<file path="config.mk">
export PLATFORM = sky130hd
export DESIGN_NAME = load_cell_tare_and_scale_unit_flat
export DESIGN_NICKNAME = d
export VERILOG_FILES = /design/src/design/lcts_pkg.sv /design/src/design/lcts_stream_if.sv /design/src/design/lcts_cfg.sv /design/src/design/lcts_div.sv /design/src/design/load_cell_tare_and_scale_unit.sv /design/src/flat_wrapper.sv
export SDC_FILE = /design/constraint.sdc
export NUM_CORES = 1
export LEC_CHECK = 0
export ABC_AREA = 1
export BUFFER_PORTS_ARGS = -buffer_cell sky130_fd_sc_hd__buf_4
export CORE_MARGIN = 10
export CORE_UTILIZATION = 55
export CTS_CLUSTER_SIZE = 30
export DETAILED_ROUTE_END_ITERATION = 10
export PLACE_DENSITY = 0.73
export SKIP_CTS_REPAIR_TIMING = 1
export SLEW_MARGIN = 5
export SYNTH_ARGS = -nofsm -noshare
export SYNTH_HDL_FRONTEND = slang
export SYNTH_HIERARCHICAL = 1
export SYNTH_SLANG_ARGS = --single-unit
export TNS_END_PERCENT = 5
</file>
<file path="constraint.sdc">
create_clock -name clk -period 10.5 [get_ports clk]
set_input_delay 1.575 -clock clk [delete_from_list [all_inputs] [get_ports clk]]
set_output_delay 1.575 -clock clk [all_outputs]
set_load 0.01 [all_outputs]
</file>
<file path="src/design/lcts_pkg.sv">
`timescale 1ns / 1ps
// ----------------------------------------------------------------------------
// lcts_pkg
// Shared types and constants of the load cell tare and scale unit.
// ----------------------------------------------------------------------------
package lcts_pkg;

    localparam int RAW_W      = 32;
    localparam int SAMPLE_W   = 16;
    localparam int DIFF_W     = SAMPLE_W + 1;
    localparam int SUM_W      = 24;
    localparam int COUNT_W    = 8;
    localparam int GAIN_W     = 12;
    localparam int WEIGHT_W   = 25;
    localparam int FACTOR_W   = 5;
    localparam int SCALED_W   = DIFF_W + FACTOR_W;
    localparam int DIVD_W     = 33;
    localparam int DIVS_W     = GAIN_W;
    localparam int DIV_CNT_W  = $clog2(DIVD_W);
    localparam int APB_DATA_W = 32;
    localparam int APB_ADDR_W = 4;

    localparam logic [FACTOR_W-1:0] WEIGHT_FACTOR      = FACTOR_W'(25);
    localparam logic [COUNT_W-1:0]  CALIB_SAMPLES_RST  = COUNT_W'(40);
    localparam logic [GAIN_W-1:0]   GAIN_MULT_RST      = GAIN_W'(1010);
    localparam logic [GAIN_W-1:0]   GAIN_DIV_RST       = GAIN_W'(1000);

    // raw word layout
    localparam int RAW_NOT_READY_BIT = 31;
    localparam int RAW_SIGN_BIT      = 30;
    localparam int RAW_FIELD_MSB     = 29;
    localparam int RAW_FIELD_LSB     = 14;

    typedef enum logic [1:0] {
        REG_CALIB_SAMPLES = 2'd0,
        REG_GAIN_MULT     = 2'd1,
        REG_GAIN_DIV      = 2'd2
    } lcts_reg_t;

    typedef enum logic [2:0] {
        ST_IDLE,
        ST_PREP,
        ST_MUL1,
        ST_MUL2,
        ST_DIV_GO,
        ST_DIV_WAIT,
        ST_OUT
    } lcts_state_t;

    typedef struct packed {
        logic [COUNT_W-1:0] calib_samples;
        logic [GAIN_W-1:0]  gain_mult;
        logic [GAIN_W-1:0]  gain_div;
    } lcts_cfg_t;

    typedef struct packed {
        logic div_start;
        logic out_load;
    } lcts_ctl_t;

endpackage

</file>
<file path="src/design/lcts_stream_if.sv">
`timescale 1ns / 1ps
// ----------------------------------------------------------------------------
// lcts stream interfaces
// Valid/ready channels for converter words in and weight results out.
// ----------------------------------------------------------------------------
interface lcts_in_if;
    logic                            valid;
    logic                            ready;
    logic [lcts_pkg::RAW_W-1:0]      raw_word;
    logic                            tare_request;

    modport source (output valid, output raw_word, output tare_request, input ready);
    modport sink   (input valid, input raw_word, input tare_request, output ready);
endinterface

interface lcts_out_if;
    logic                                  valid;
    logic                                  ready;
    logic                                  sample_valid;
    logic                                  calibrating;
    logic [lcts_pkg::COUNT_W-1:0]          calib_progress;
    logic signed [lcts_pkg::WEIGHT_W-1:0]  weight_grams;
    logic                                  tare_restarted;

    modport source (output valid, output sample_valid, output calibrating,
                    output calib_progress, output weight_grams, output tare_restarted,
                    input ready);
    modport sink   (input valid, input sample_valid, input calibrating,
                    input calib_progress, input weight_grams, input tare_restarted,
                    output ready);
endinterface

</file>
<file path="src/design/lcts_cfg.sv">
`timescale 1ns / 1ps
// ----------------------------------------------------------------------------
// lcts_cfg
// APB register bank holding sample count and gain correction settings.
// ----------------------------------------------------------------------------
module lcts_cfg (
    input  logic                                clk,
    input  logic                                rst_n,
    input  logic                                psel,
    input  logic                                penable,
    input  logic                                pwrite,
    input  logic [lcts_pkg::APB_ADDR_W-1:0]     paddr,
    input  logic [lcts_pkg::APB_DATA_W-1:0]     pwdata,
    output logic [lcts_pkg::APB_DATA_W-1:0]     prdata,
    output logic                                pready,
    output lcts_pkg::lcts_cfg_t                 cfg
);

    lcts_pkg::lcts_cfg_t cfg_reg;
    lcts_pkg::lcts_cfg_t cfg_next;
    lcts_pkg::lcts_reg_t reg_sel;
    logic                wr_en;

    assign pready  = 1'b1;
    assign reg_sel = lcts_pkg::lcts_reg_t'(paddr[3:2]);
    assign wr_en   = psel && penable && pwrite && pready;

    always_comb
    begin
        cfg_next = cfg_reg;
        if (wr_en)
        begin
            case (reg_sel)
                lcts_pkg::REG_CALIB_SAMPLES:
                    cfg_next.calib_samples = pwdata[lcts_pkg::COUNT_W-1:0];
                lcts_pkg::REG_GAIN_MULT:
                    cfg_next.gain_mult = pwdata[lcts_pkg::GAIN_W-1:0];
                lcts_pkg::REG_GAIN_DIV:
                    cfg_next.gain_div = pwdata[lcts_pkg::GAIN_W-1:0];
                default:
                    cfg_next = cfg_reg;
            endcase
        end
    end

    always_ff @(posedge clk or negedge rst_n)
    begin
        if (!rst_n)
        begin
            cfg_reg.calib_samples <= lcts_pkg::CALIB_SAMPLES_RST;
            cfg_reg.gain_mult     <= lcts_pkg::GAIN_MULT_RST;
            cfg_reg.gain_div      <= lcts_pkg::GAIN_DIV_RST;
        end
        else
        begin
            cfg_reg <= cfg_next;
        end
    end

    always_comb
    begin
        case (reg_sel)
            lcts_pkg::REG_CALIB_SAMPLES:
                prdata = lcts_pkg::APB_DATA_W'(cfg_reg.calib_samples);
            lcts_pkg::REG_GAIN_MULT:
                prdata = lcts_pkg::APB_DATA_W'(cfg_reg.gain_mult);
            lcts_pkg::REG_GAIN_DIV:
                prdata = lcts_pkg::APB_DATA_W'(cfg_reg.gain_div);
            default:
                prdata = '0;
        endcase
    end

    assign cfg = cfg_reg;

endmodule

</file>
<file path="src/design/lcts_div.sv">
`timescale 1ns / 1ps
// ----------------------------------------------------------------------------
// lcts_div
// Shared restoring divider, one quotient bit per cycle, unsigned operands.
// ----------------------------------------------------------------------------
module lcts_div (
    input  logic                              clk,
    input  logic                              rst_n,
    input  logic                              start,
    input  logic [lcts_pkg::DIVD_W-1:0]       dividend,
    input  logic [lcts_pkg::DIVS_W-1:0]       divisor,
    output logic                              done,
    output logic [lcts_pkg::DIVD_W-1:0]       quotient
);

    localparam int DW = lcts_pkg::DIVD_W;
    localparam int SW = lcts_pkg::DIVS_W;
    localparam int CW = lcts_pkg::DIV_CNT_W;

    logic          busy_reg, busy_next;
    logic          done_reg, done_next;
    logic [CW-1:0] cnt_reg, cnt_next;
    logic [DW-1:0] quo_reg, quo_next;
    logic [SW-1:0] rem_reg, rem_next;
    logic [SW-1:0] dvs_reg, dvs_next;
    logic [SW:0]   rem_shift;
    logic [SW:0]   rem_sub;
    logic          fits;

    assign rem_shift = {rem_reg, quo_reg[DW-1]};
    assign fits      = rem_shift >= {1'b0, dvs_reg};
    assign rem_sub   = rem_shift - {1'b0, dvs_reg};

    always_comb
    begin
        busy_next = busy_reg;
        done_next = 1'b0;
        cnt_next  = cnt_reg;
        quo_next  = quo_reg;
        rem_next  = rem_reg;
        dvs_next  = dvs_reg;
        if (start)
        begin
            busy_next = 1'b1;
            cnt_next  = '0;
            quo_next  = dividend;
            rem_next  = '0;
            dvs_next  = divisor;
        end
        else if (busy_reg)
        begin
            quo_next = {quo_reg[DW-2:0], fits};
            rem_next = fits ? rem_sub[SW-1:0] : rem_shift[SW-1:0];
            cnt_next = cnt_reg + 1'b1;
            if (cnt_reg == CW'(DW - 1))
            begin
                busy_next = 1'b0;
                done_next = 1'b1;
            end
        end
    end

    always_ff @(posedge clk or negedge rst_n)
    begin
        if (!rst_n)
        begin
            busy_reg <= 1'b0;
            done_reg <= 1'b0;
            cnt_reg  <= '0;
        end
        else
        begin
            busy_reg <= busy_next;
            done_reg <= done_next;
            cnt_reg  <= cnt_next;
        end
    end

    always_ff @(posedge clk)
    begin
        quo_reg <= quo_next;
        rem_reg <= rem_next;
        dvs_reg <= dvs_next;
    end

    assign done     = done_reg;
    assign quotient = quo_reg;

endmodule

</file>
<file path="src/design/load_cell_tare_and_scale_unit.sv">
`timescale 1ns / 1ps
// ----------------------------------------------------------------------------
// load_cell_tare_and_scale_unit
// Tare averaging and gain scaling of raw load cell converter words.
//
// in_ch carries one converter word and a tare flag per transfer; out_ch
// returns one result per word. Registers sit on an APB port: calib_samples
// at 0x0, gain_mult at 0x4, gain_div at 0x8. The user must see that they
// are written only while idle; the block itself does not enforce it.
// One word is handled at a time: in_ch.ready is high only in the idle state.
// A not ready word or a calibration sample other than the last goes from
// the prep state straight to the output state, which loads the output
// register and returns to idle. A weighing sample passes ST_PREP, ST_MUL1,
// ST_MUL2, ST_DIV_GO and ST_DIV_WAIT, the last calibration sample skips the
// multiply states, and both go through the shared bit-serial divider.
// Results wait in an output register, so a stalled receiver holds at most
// one finished result; the next word is accepted meanwhile and is held at
// its end until the register frees up.
// Reset clears the offset, sum, count and sequencer and loads the register
// defaults (40, 1010, 1000).
// ----------------------------------------------------------------------------
module load_cell_tare_and_scale_unit (
    input  logic                                clk,
    input  logic                                rst_n,
    input  logic                                psel,
    input  logic                                penable,
    input  logic                                pwrite,
    input  logic [lcts_pkg::APB_ADDR_W-1:0]     paddr,
    input  logic [lcts_pkg::APB_DATA_W-1:0]     pwdata,
    output logic [lcts_pkg::APB_DATA_W-1:0]     prdata,
    output logic                                pready,
    lcts_in_if.sink                             in_ch,
    lcts_out_if.source                          out_ch
);

    localparam int SW = lcts_pkg::SAMPLE_W;
    localparam int DF = lcts_pkg::DIFF_W;
    localparam int UW = lcts_pkg::SUM_W;
    localparam int CW = lcts_pkg::COUNT_W;
    localparam int WW = lcts_pkg::WEIGHT_W;
    localparam int MW = lcts_pkg::DIVD_W;
    localparam logic [MW-1:0] POS_LIMIT = MW'((64'd1 << (WW - 1)) - 64'd1);
    localparam logic [MW-1:0] NEG_LIMIT = MW'(64'd1 << (WW - 1));

    lcts_pkg::lcts_cfg_t   cfg;
    lcts_pkg::lcts_state_t state_reg, state_next;
    lcts_pkg::lcts_ctl_t   ctl;

    logic                 in_fire;
    logic [lcts_pkg::RAW_W-1:0] raw_reg;
    logic                 tare_reg;

    logic signed [SW-1:0] offset_reg;
    logic signed [UW-1:0] sum_reg;
    logic [CW-1:0]        count_reg;

    logic [MW-1:0]        mag_reg;
    logic                 neg_reg;
    logic                 mode_offset_reg;

    logic                 res_valid_reg;
    logic                 res_calib_reg;
    logic [CW-1:0]        res_progress_reg;
    logic signed [WW-1:0] res_weight_reg;

    logic                 out_valid_reg;
    logic                 out_sample_valid_reg;
    logic                 out_calib_reg;
    logic [CW-1:0]        out_progress_reg;
    logic signed [WW-1:0] out_weight_reg;
    logic                 out_tare_reg;

    // item evaluation
    logic signed [DF-1:0] raw_field;
    logic signed [SW-1:0] sample;
    logic [CW-1:0]        count0;
    logic signed [UW-1:0] sum0;
    logic signed [UW-1:0] sum_new;
    logic [CW-1:0]        count_new;
    logic signed [DF-1:0] diff;
    logic                 not_ready;
    logic                 do_calib;
    logic                 last_calib;

    logic                 div_done;
    logic [MW-1:0]        div_q;
    logic [lcts_pkg::DIVS_W-1:0] div_divisor;
    logic [lcts_pkg::DIVS_W-1:0] gain_div_eff;
    logic [MW-1:0]        q_neg;

    lcts_cfg u_cfg (
        .clk     (clk),
        .rst_n   (rst_n),
        .psel    (psel),
        .penable (penable),
        .pwrite  (pwrite),
        .paddr   (paddr),
        .pwdata  (pwdata),
        .prdata  (prdata),
        .pready  (pready),
        .cfg     (cfg)
    );

    assign gain_div_eff = (cfg.gain_div == '0) ? lcts_pkg::DIVS_W'(1) : cfg.gain_div;
    assign div_divisor  = mode_offset_reg ? lcts_pkg::DIVS_W'(cfg.calib_samples)
                                          : gain_div_eff;

    lcts_div u_div (
        .clk      (clk),
        .rst_n    (rst_n),
        .start    (ctl.div_start),
        .dividend (mag_reg),
        .divisor  (div_divisor),
        .done     (div_done),
        .quotient (div_q)
    );

    assign in_fire     = in_ch.valid && in_ch.ready;
    assign in_ch.ready = (state_reg == lcts_pkg::ST_IDLE);

    // sample extraction with saturation to 16 bits
    assign raw_field = {raw_reg[lcts_pkg::RAW_SIGN_BIT],
                        raw_reg[lcts_pkg::RAW_FIELD_MSB:lcts_pkg::RAW_FIELD_LSB]};

    always_comb
    begin
        if (!raw_field[DF-1] && raw_field[DF-2])
            sample = {1'b0, {(SW-1){1'b1}}};
        else if (raw_field[DF-1] && !raw_field[DF-2])
            sample = {1'b1, {(SW-1){1'b0}}};
        else
            sample = raw_field[SW-1:0];
    end

    assign not_ready  = raw_reg[lcts_pkg::RAW_NOT_READY_BIT];
    assign count0     = tare_reg ? '0 : count_reg;
    assign sum0       = tare_reg ? '0 : sum_reg;
    assign sum_new    = sum0 + UW'(sample);
    assign count_new  = count0 + 1'b1;
    assign do_calib   = count0 < cfg.calib_samples;
    assign last_calib = count_new == cfg.calib_samples;
    assign diff       = DF'(sample) - DF'(offset_reg);
    assign q_neg      = -div_q;

    // next state
    always_comb
    begin
        state_next = state_reg;
        case (state_reg)
            lcts_pkg::ST_IDLE:
                if (in_fire)
                    state_next = lcts_pkg::ST_PREP;
            lcts_pkg::ST_PREP:
                if (not_ready)
                    state_next = lcts_pkg::ST_OUT;
                else if (do_calib)
                    state_next = last_calib ? lcts_pkg::ST_DIV_GO : lcts_pkg::ST_OUT;
                else
                    state_next = lcts_pkg::ST_MUL1;
            lcts_pkg::ST_MUL1:
                state_next = lcts_pkg::ST_MUL2;
            lcts_pkg::ST_MUL2:
                state_next = lcts_pkg::ST_DIV_GO;
            lcts_pkg::ST_DIV_GO:
                state_next = lcts_pkg::ST_DIV_WAIT;
            lcts_pkg::ST_DIV_WAIT:
                if (div_done)
                    state_next = lcts_pkg::ST_OUT;
            lcts_pkg::ST_OUT:
                if (ctl.out_load)
                    state_next = lcts_pkg::ST_IDLE;
            default:
                state_next = lcts_pkg::ST_IDLE;
        endcase
    end

    // sequencer outputs
    always_comb
    begin
        ctl.div_start = 1'b0;
        ctl.out_load  = 1'b0;
        case (state_reg)
            lcts_pkg::ST_DIV_GO:
                ctl.div_start = 1'b1;
            lcts_pkg::ST_OUT:
                ctl.out_load = !out_valid_reg || out_ch.ready;
            default:
            begin
                ctl.div_start = 1'b0;
                ctl.out_load  = 1'b0;
            end
        endcase
    end

    always_ff @(posedge clk or negedge rst_n)
    begin
        if (!rst_n)
            state_reg <= lcts_pkg::ST_IDLE;
        else
            state_reg <= state_next;
    end

    // calibration state
    always_ff @(posedge clk or negedge rst_n)
    begin
        if (!rst_n)
        begin
            offset_reg <= '0;
            sum_reg    <= '0;
            count_reg  <= '0;
        end
        else
        begin
            if (state_reg == lcts_pkg::ST_PREP)
            begin
                if (!not_ready && do_calib)
                begin
                    sum_reg   <= sum_new;
                    count_reg <= count_new;
                end
                else
                begin
                    sum_reg   <= sum0;
                    count_reg <= count0;
                end
            end
            if (state_reg == lcts_pkg::ST_DIV_WAIT && div_done && mode_offset_reg)
                offset_reg <= neg_reg ? q_neg[SW-1:0] : div_q[SW-1:0];
        end
    end

    // working datapath
    always_ff @(posedge clk)
    begin
        if (in_fire)
        begin
            raw_reg  <= in_ch.raw_word;
            tare_reg <= in_ch.tare_request;
        end
        case (state_reg)
            lcts_pkg::ST_PREP:
            begin
                res_valid_reg  <= !not_ready;
                res_calib_reg  <= !not_ready && do_calib;
                res_weight_reg <= '0;
                if (!not_ready && do_calib)
                begin
                    res_progress_reg <= count_new;
                    mode_offset_reg  <= 1'b1;
                    neg_reg          <= sum_new[UW-1];
                    mag_reg          <= MW'(sum_new[UW-1] ? -sum_new : sum_new);
                end
                else
                begin
                    res_progress_reg <= count0;
                    mode_offset_reg  <= 1'b0;
                    neg_reg          <= diff[DF-1];
                    mag_reg          <= MW'(diff[DF-1] ? -diff : diff);
                end
            end
            lcts_pkg::ST_MUL1:
                mag_reg <= MW'(mag_reg[DF-1:0] * lcts_pkg::WEIGHT_FACTOR);
            lcts_pkg::ST_MUL2:
                mag_reg <= MW'(mag_reg[lcts_pkg::SCALED_W-1:0] * cfg.gain_mult);
            lcts_pkg::ST_DIV_WAIT:
                if (div_done && !mode_offset_reg)
                begin
                    if (neg_reg)
                        res_weight_reg <= (div_q > NEG_LIMIT) ? NEG_LIMIT[WW-1:0]
                                                              : q_neg[WW-1:0];
                    else
                        res_weight_reg <= (div_q > POS_LIMIT) ? POS_LIMIT[WW-1:0]
                                                              : div_q[WW-1:0];
                end
            default:
                mag_reg <= mag_reg;
        endcase
    end

    // output register
    always_ff @(posedge clk or negedge rst_n)
    begin
        if (!rst_n)
            out_valid_reg <= 1'b0;
        else if (ctl.out_load)
            out_valid_reg <= 1'b1;
        else if (out_ch.ready)
            out_valid_reg <= 1'b0;
    end

    always_ff @(posedge clk)
    begin
        if (ctl.out_load)
        begin
            out_sample_valid_reg <= res_valid_reg;
            out_calib_reg        <= res_calib_reg;
            out_progress_reg     <= res_progress_reg;
            out_weight_reg       <= res_weight_reg;
            out_tare_reg         <= tare_reg;
        end
    end

    assign out_ch.valid          = out_valid_reg;
    assign out_ch.sample_valid   = out_sample_valid_reg;
    assign out_ch.calibrating    = out_calib_reg;
    assign out_ch.calib_progress = out_progress_reg;
    assign out_ch.weight_grams   = out_weight_reg;
    assign out_ch.tare_restarted = out_tare_reg;

    a_div_done_in_wait: assert property (@(posedge clk) disable iff (!rst_n)
        div_done |-> state_reg == lcts_pkg::ST_DIV_WAIT)
        else $error("divider finished outside its wait state");

    a_fire_to_prep: assert property (@(posedge clk) disable iff (!rst_n)
        in_fire |=> state_reg == lcts_pkg::ST_PREP)
        else $error("accepted word did not start evaluation");

    a_calib_progress: assert property (@(posedge clk) disable iff (!rst_n)
        (out_valid_reg && out_calib_reg) |-> (out_progress_reg != '0 && out_sample_valid_reg))
        else $error("calibration result without progress");

    a_calib_zero_weight: assert property (@(posedge clk) disable iff (!rst_n)
        (out_valid_reg && (out_calib_reg || !out_sample_valid_reg)) |-> out_weight_reg == '0)
        else $error("nonzero weight on a non weighing result");

endmodule

</file>
<file path="src/flat_wrapper.sv">
// flat-port wrapper written by rule: the top's interface ports become plain ports
module load_cell_tare_and_scale_unit_flat 
  (clk, rst_n, psel, penable, pwrite, paddr, pwdata, prdata, pready, in_ch_valid, in_ch_raw_word, in_ch_tare_request, in_ch_ready, out_ch_valid, out_ch_sample_valid, out_ch_calibrating, out_ch_calib_progress, out_ch_weight_grams, out_ch_tare_restarted, out_ch_ready);
  lcts_in_if in_ch_i ();
  lcts_out_if out_ch_i ();
  input  logic clk;
  input  logic rst_n;
  input  logic psel;
  input  logic penable;
  input  logic pwrite;
  input  logic [lcts_pkg::APB_ADDR_W-1:0] paddr;
  input  logic [lcts_pkg::APB_DATA_W-1:0] pwdata;
  output logic [lcts_pkg::APB_DATA_W-1:0] prdata;
  output logic pready;
  input wire logic [$bits(in_ch_i.valid)-1:0] in_ch_valid;
  input wire logic [$bits(in_ch_i.raw_word)-1:0] in_ch_raw_word;
  input wire logic [$bits(in_ch_i.tare_request)-1:0] in_ch_tare_request;
  output wire logic [$bits(in_ch_i.ready)-1:0] in_ch_ready;
  output wire logic [$bits(out_ch_i.valid)-1:0] out_ch_valid;
  output wire logic [$bits(out_ch_i.sample_valid)-1:0] out_ch_sample_valid;
  output wire logic [$bits(out_ch_i.calibrating)-1:0] out_ch_calibrating;
  output wire logic [$bits(out_ch_i.calib_progress)-1:0] out_ch_calib_progress;
  output wire logic [$bits(out_ch_i.weight_grams)-1:0] out_ch_weight_grams;
  output wire logic [$bits(out_ch_i.tare_restarted)-1:0] out_ch_tare_restarted;
  input wire logic [$bits(out_ch_i.ready)-1:0] out_ch_ready;
  assign in_ch_i.valid = in_ch_valid;
  assign in_ch_i.raw_word = in_ch_raw_word;
  assign in_ch_i.tare_request = in_ch_tare_request;
  assign in_ch_ready = in_ch_i.ready;
  assign out_ch_valid = out_ch_i.valid;
  assign out_ch_sample_valid = out_ch_i.sample_valid;
  assign out_ch_calibrating = out_ch_i.calibrating;
  assign out_ch_calib_progress = out_ch_i.calib_progress;
  assign out_ch_weight_grams = out_ch_i.weight_grams;
  assign out_ch_tare_restarted = out_ch_i.tare_restarted;
  assign out_ch_i.ready = out_ch_ready;
  load_cell_tare_and_scale_unit u_core (.clk(clk), .rst_n(rst_n), .psel(psel), .penable(penable), .pwrite(pwrite), .paddr(paddr), .pwdata(pwdata), .prdata(prdata), .pready(pready), .in_ch(in_ch_i), .out_ch(out_ch_i));
endmodule
</file>
# --- Yosys cells after proc, flatten, opt, wreduce, memory -nomap -nowiden ---
# Cells that the tools add are included.
word_totals:
  elab_cells: 128
  regBits: 288
classes:
  magnitude_cmp: 4
  n_eq_ne: 14
  muxes: 43
  multipliers: 2
  addsub: 8
  reduce_logical: 28
ops:
  columns: ["cell", "count"]
  rows:
  - ["$mux W33", 5]
  - ["$mux W25", 4]
  - ["$pmux W33 S3", 1]
  - ["$pmux W25 S2", 1]
  - ["$mux W16", 3]
  - ["$mux W24", 2]
  - ["$pmux W12 S3", 1]
  - ["$gt A33 B24 Y1 const B", 1]
  - ["$gt A33 B25 Y1 const B", 1]
  - ["$mul A22 B12 Y33", 1]
  - ["$neg A17 Y33", 1]
  - ["$neg A24 Y33", 1]
  - ["$mux W8", 4]
  - ["$neg A25 Y25", 1]
  - ["$add A24 B16 Y24", 1]
  - ["$mul A17 B5 Y22 const B", 1]
  - ["$pmux W3 S7", 1]
  - ["$sub A16 B16 Y17", 1]
  - ["$mux W3", 5]
  - ["$ge A13 B12 Y1", 1]
  - ["$logic_not A12 Y1", 1]
  - ["$mux W1", 12]
  - ["$mux W12", 1]
  - ["$mux W6", 2]
  - ["other kinds (24)", 46]

# --- Logic depth before layout (Yosys ltp) ---
depth:
  depth_word: 9
  mapped_depth: 29

# --- Cells and area by module ---
# The synthesis kept the hierarchy.
modules_own_cells:
  columns: ["mod", "area_each_um2", "instances", "cells_per_inst"]
  rows:
  - ["load_cell_tare_and_scale_unit", 22467.8, 1, 3096]
  - ["lcts_div", 3504.6, 1, 433]
  - ["lcts_cfg", 1671.6, 1, 219]

# --- Worst setup path after synthesis ---
# No wires, ideal clock.
synth_timing:
  path_type: "flip-flop to flip-flop"
  startpoint: "reg u_core.u_cfg.cfg_reg, in the netlist u_core/u_cfg/cfg[20]"
  endpoint: "reg u_core.mag_reg[30] (data pin)"
  path_stages_with_launch: 26
  path_slack_ns: 5.217
  t_arrival_ns: 5.030
  n_path_buf: 1
  period_less_slack_ns: 5.283
  cell_sequence: "dfstp_2 clkbuf_1 nand2_1 fa_1 inv_1 fa_1 fa_1 fa_1 inv_1 fa_1 inv_1 ha_1 a21oi_1 inv_1 a21oi_1 o21ai_0 inv_1 nand2_1 nand2_1 nand2_1 nand2_1 nand2_1 a21boi_0 nand2_1 nand2_1 nor2_1"
synth_via:
  elab_chain_cells: 2
synth_lines:
  columns: ["element", "line", "rtl"]
  rows:
  - ["from (decl)", "lcts_cfg.sv:19", "lcts_pkg::lcts_cfg_t cfg_reg;"]
  - ["from (signal assigned)", "lcts_cfg.sv:56", "cfg_reg <= cfg_next;"]
  - ["$mul A22 B12 Y33", "load_cell_tare_and_scale_unit.sv:264", "mag_reg <= MW'(mag_reg[lcts_pkg::SCALED_W-1:0] * cfg.gain_mult);"]
  - ["$pmux W33 S3", "load_cell_tare_and_scale_unit.sv:240", "case (state_reg)"]
  - ["to (signal assigned)", "load_cell_tare_and_scale_unit.sv:251", "mag_reg <= MW'(sum_new[UW-1] ? -sum_new : sum_new);"]
  - ["to (signal assigned)", "load_cell_tare_and_scale_unit.sv:262", "mag_reg <= MW'(mag_reg[DF-1:0] * lcts_pkg::WEIGHT_FACTOR);"]
  - ["to (signal assigned)", "load_cell_tare_and_scale_unit.sv:264", null]
  - ["to (decl)", "load_cell_tare_and_scale_unit.sv:57", "logic [MW-1:0] mag_reg;"]
# Every way passes these cells.
# A chain may end at the register's enable or synchronous reset.

# --- Worst setup path in the final report ---
layout_timing:
  startpoint: "reg u_core.mag_reg[13]"
  endpoint: "reg u_core.mag_reg[30] (data pin)"
layout_via:
  elab_chain_cells: 2
layout_lines:
  columns: ["element", "line", "rtl"]
  rows:
  - ["from (signal assigned)", "load_cell_tare_and_scale_unit.sv:251", null]
  - ["from (signal assigned)", "load_cell_tare_and_scale_unit.sv:258", "mag_reg <= MW'(diff[DF-1] ? -diff : diff);"]
  - ["from (signal assigned)", "load_cell_tare_and_scale_unit.sv:262", null]
  - ["$mul A22 B12 Y33", "load_cell_tare_and_scale_unit.sv:264", null]
  - ["$pmux W33 S3", "load_cell_tare_and_scale_unit.sv:240", null]
# Every way passes these cells.

==> results.yml <==
critical_path:
  endpoint_kind: "register"
  r2r_slack_ps: 4520
  required_ps: 10820
  startpoint_type: "register"
  cp.arrival_ps: 6300
  worstSetupPathType: "register to register"
  critPathMaxFanout: 16
grt:
  grt_remaining_overflow: 0
  grt_use_total: 0.2410
  grt_pass1_vias: 23160
  grt_max_degree: 67
  antenna_found_initial: 0
  grt_pass1_wl_um: 118800
timing:
  final-hold-violation-count: 0
  finalSetupViolCount: 0
  period_needed_ps: 5980
  fmax_mhz: 167.2
  worst_slew_pin_slew_ps: 1157
  rsz0062_at_grt: "false"
  maxSlewHeadroom: 0.2279
  drv_slew: 0
  tns_ps: 0
  clock-skew-final_ps: 38.82
  final.period_utilization: 0.5696
floorplan:
  rows: 82
  die-height_um: 244.2
  dieArea_mm2: 0.05963
  initial_utilization: 0.5533
  ioPinCount: 147
  core-area_mm2: 0.04997
  die_w_um: 244.2
synth:
  synth_top_area_share: 0.1836
  yosysSeqAreaShare: 0.2762
  postSynthAreaPerCell_um2: 7.376
  synth_edf_count: 169
  synth_seq_cells: 273
  netlist_area_mm2: 0.02764
  synth_most_common_cell: "nand2_1"
  syn_inst: 3748
  synth_area_leaders: "edfxtp_1, nand2_1, fa_1, inv_1, ha_1"
  synth_top_area_cell: "edfxtp_1"
  ys_types: 56
  ys.flop_type: "edfxtp_1"
  ys_async_sr_fraction: 0.3370
  synthTopCellsByCount: "nand2_1, inv_1, nor2_1, fa_1"
  yosys_warnings: 6
detailed_routing:
  dr.pass1.iters: 6
  drt_first_iter_violations: 2135
  drc_errors: 0
  viasPerCell: 5.348
  antenna_left: 0
  wl_per_cell_um: 16.06
  wl_um: 71780
  via_count: 23900
cts:
  cts-root-buf: "clkbuf_16"
  clock_sinks: 273
  cts.clk_slew.worst_paths_ps: 60
  cts_inserted_buffers: 30
  htree_levels: 1
  clock_path_buffers: 3
  cts_tree: "done"
  clk_latency_ps: 600
job:
  drv_cap: 0
finish:
  synthToLayoutAreaGrowth_pct: 7.604
  antenna_cells: 0
  nets: 4253
  drive_above_1_share: 0.07058
min_path:
  holdCritPathClass: "register to register"
placed_design:
  portBuffers: 89
  finalWeightedCongestion: 0.9399
  hpwlAfterDp_um: 55290
outcome:
  outcome: "completed"
-- per-layer routing --
layer / wire [um] / part of all wire / track usage / vias up
met5: 0 / 0 / 0 / -
met4: 2039 / 0.028 / 0.07233 / 0
met3: 5305 / 0.074 / 0.02463 / 123
met2: 33870 / 0.47 / 0.4034 / 797
met1: 30570 / 0.43 / 0.3260 / 11247
li1: - / - / - / 11733
-- cell type report --
class / instances / area [um2]
Multi-Input combinational cell: 2627 / 16700
Fill cell: 4502 / 20220
Clock buffer: 31 / 754.5
Timing Repair Buffer: 109 / 818.3
Clock inverter: 25 / 247.7
Tap cell: 672 / 840.8
Inverter: 732 / 2748
Sequential cell: 273 / 7636
-- kinds of logic after synthesis --
kind of cell | Yosys count | synth area share
buffers and inverters | 867 | 0.1236
other | 2 | 0.0002717
XOR/XNOR | 37 | 0.01267
AO/OA/AOI/OAI | 390 | 0.07871
flip-flops | 273 | 0.2762
AND/OR/NAND/NOR | 1775 | 0.2675
adder cells (fa/ha/maj) | 404 | 0.2410
-- worst max-delay path: stages, from the launching register on --
cell	delay (ps)
edfxtp_1	980
nand2_1	190
fa_1	550
fa_1	520
inv_1	50
fa_1	480
fa_1	550
inv_1	60
fa_1	540
inv_1	40
ha_1	360
a21oi_1	210
o21a_1	180
o21ai_0	90
inv_1	50
nand2_1	90
nand2_1	70
nand2_1	80
nand2_1	70
nand2_1	70
a21boi_0	250
nand2_1	90
nand2_1	60
nor2_1	50
-- stage by stage --
step | utilization | cells | instance area (um2) | hold slack (ps) | worst slack (ps)
after floorplan | - | 3767 | 27720 | 400.3 | 5217
after global placement | 0.5753 | 4413 | 28740 | 402.5 | 4556
after detailed placement | 0.5753 | 4413 | 28740 | 404.5 | 4517
after CTS | 0.5953 | 4469 | 29750 | 417.4 | 4523
after global routing | 0.5953 | 4469 | 29750 | 427.8 | 4118
final | 0.5953 | 4469 | 29750 | 416.9 | 4520
-- final timing paths --
path | cells after the start | from | end
max | 23 | u_core/mag_reg[13] | u_core/mag_reg[30]
min | 0 | u_core/res_weight_reg[17] | u_core/out_ch.weight_grams[17]
max in group asynchronous | 2 | rst_n | u_core/u_cfg/cfg[11]
min in group asynchronous | 1 | rst_n | u_core/offset_reg[6]
min reg2reg | 0 | u_core/res_weight_reg[17] | u_core/out_ch.weight_grams[17]
max reg2reg | 23 | u_core/mag_reg[13] | u_core/mag_reg[30]
-- cell usage in the layout (no fill, tap or decap), drive strengths merged, types with 77 or more instances in the layout --
cell    Yosys  routed
nand2    1187    1187
inv       730     734
nor2      262     262
fa        214     214
nand3     201     201
ha        190     190
edfxtp    169     169
o21ai     158     158
a21oi     136     136
buf        55     109
dfrtp      77      77
Power is left out: the tool's default activity adds up to more than one toggle a clock period on the data nets, which glitch-free logic cannot reach.
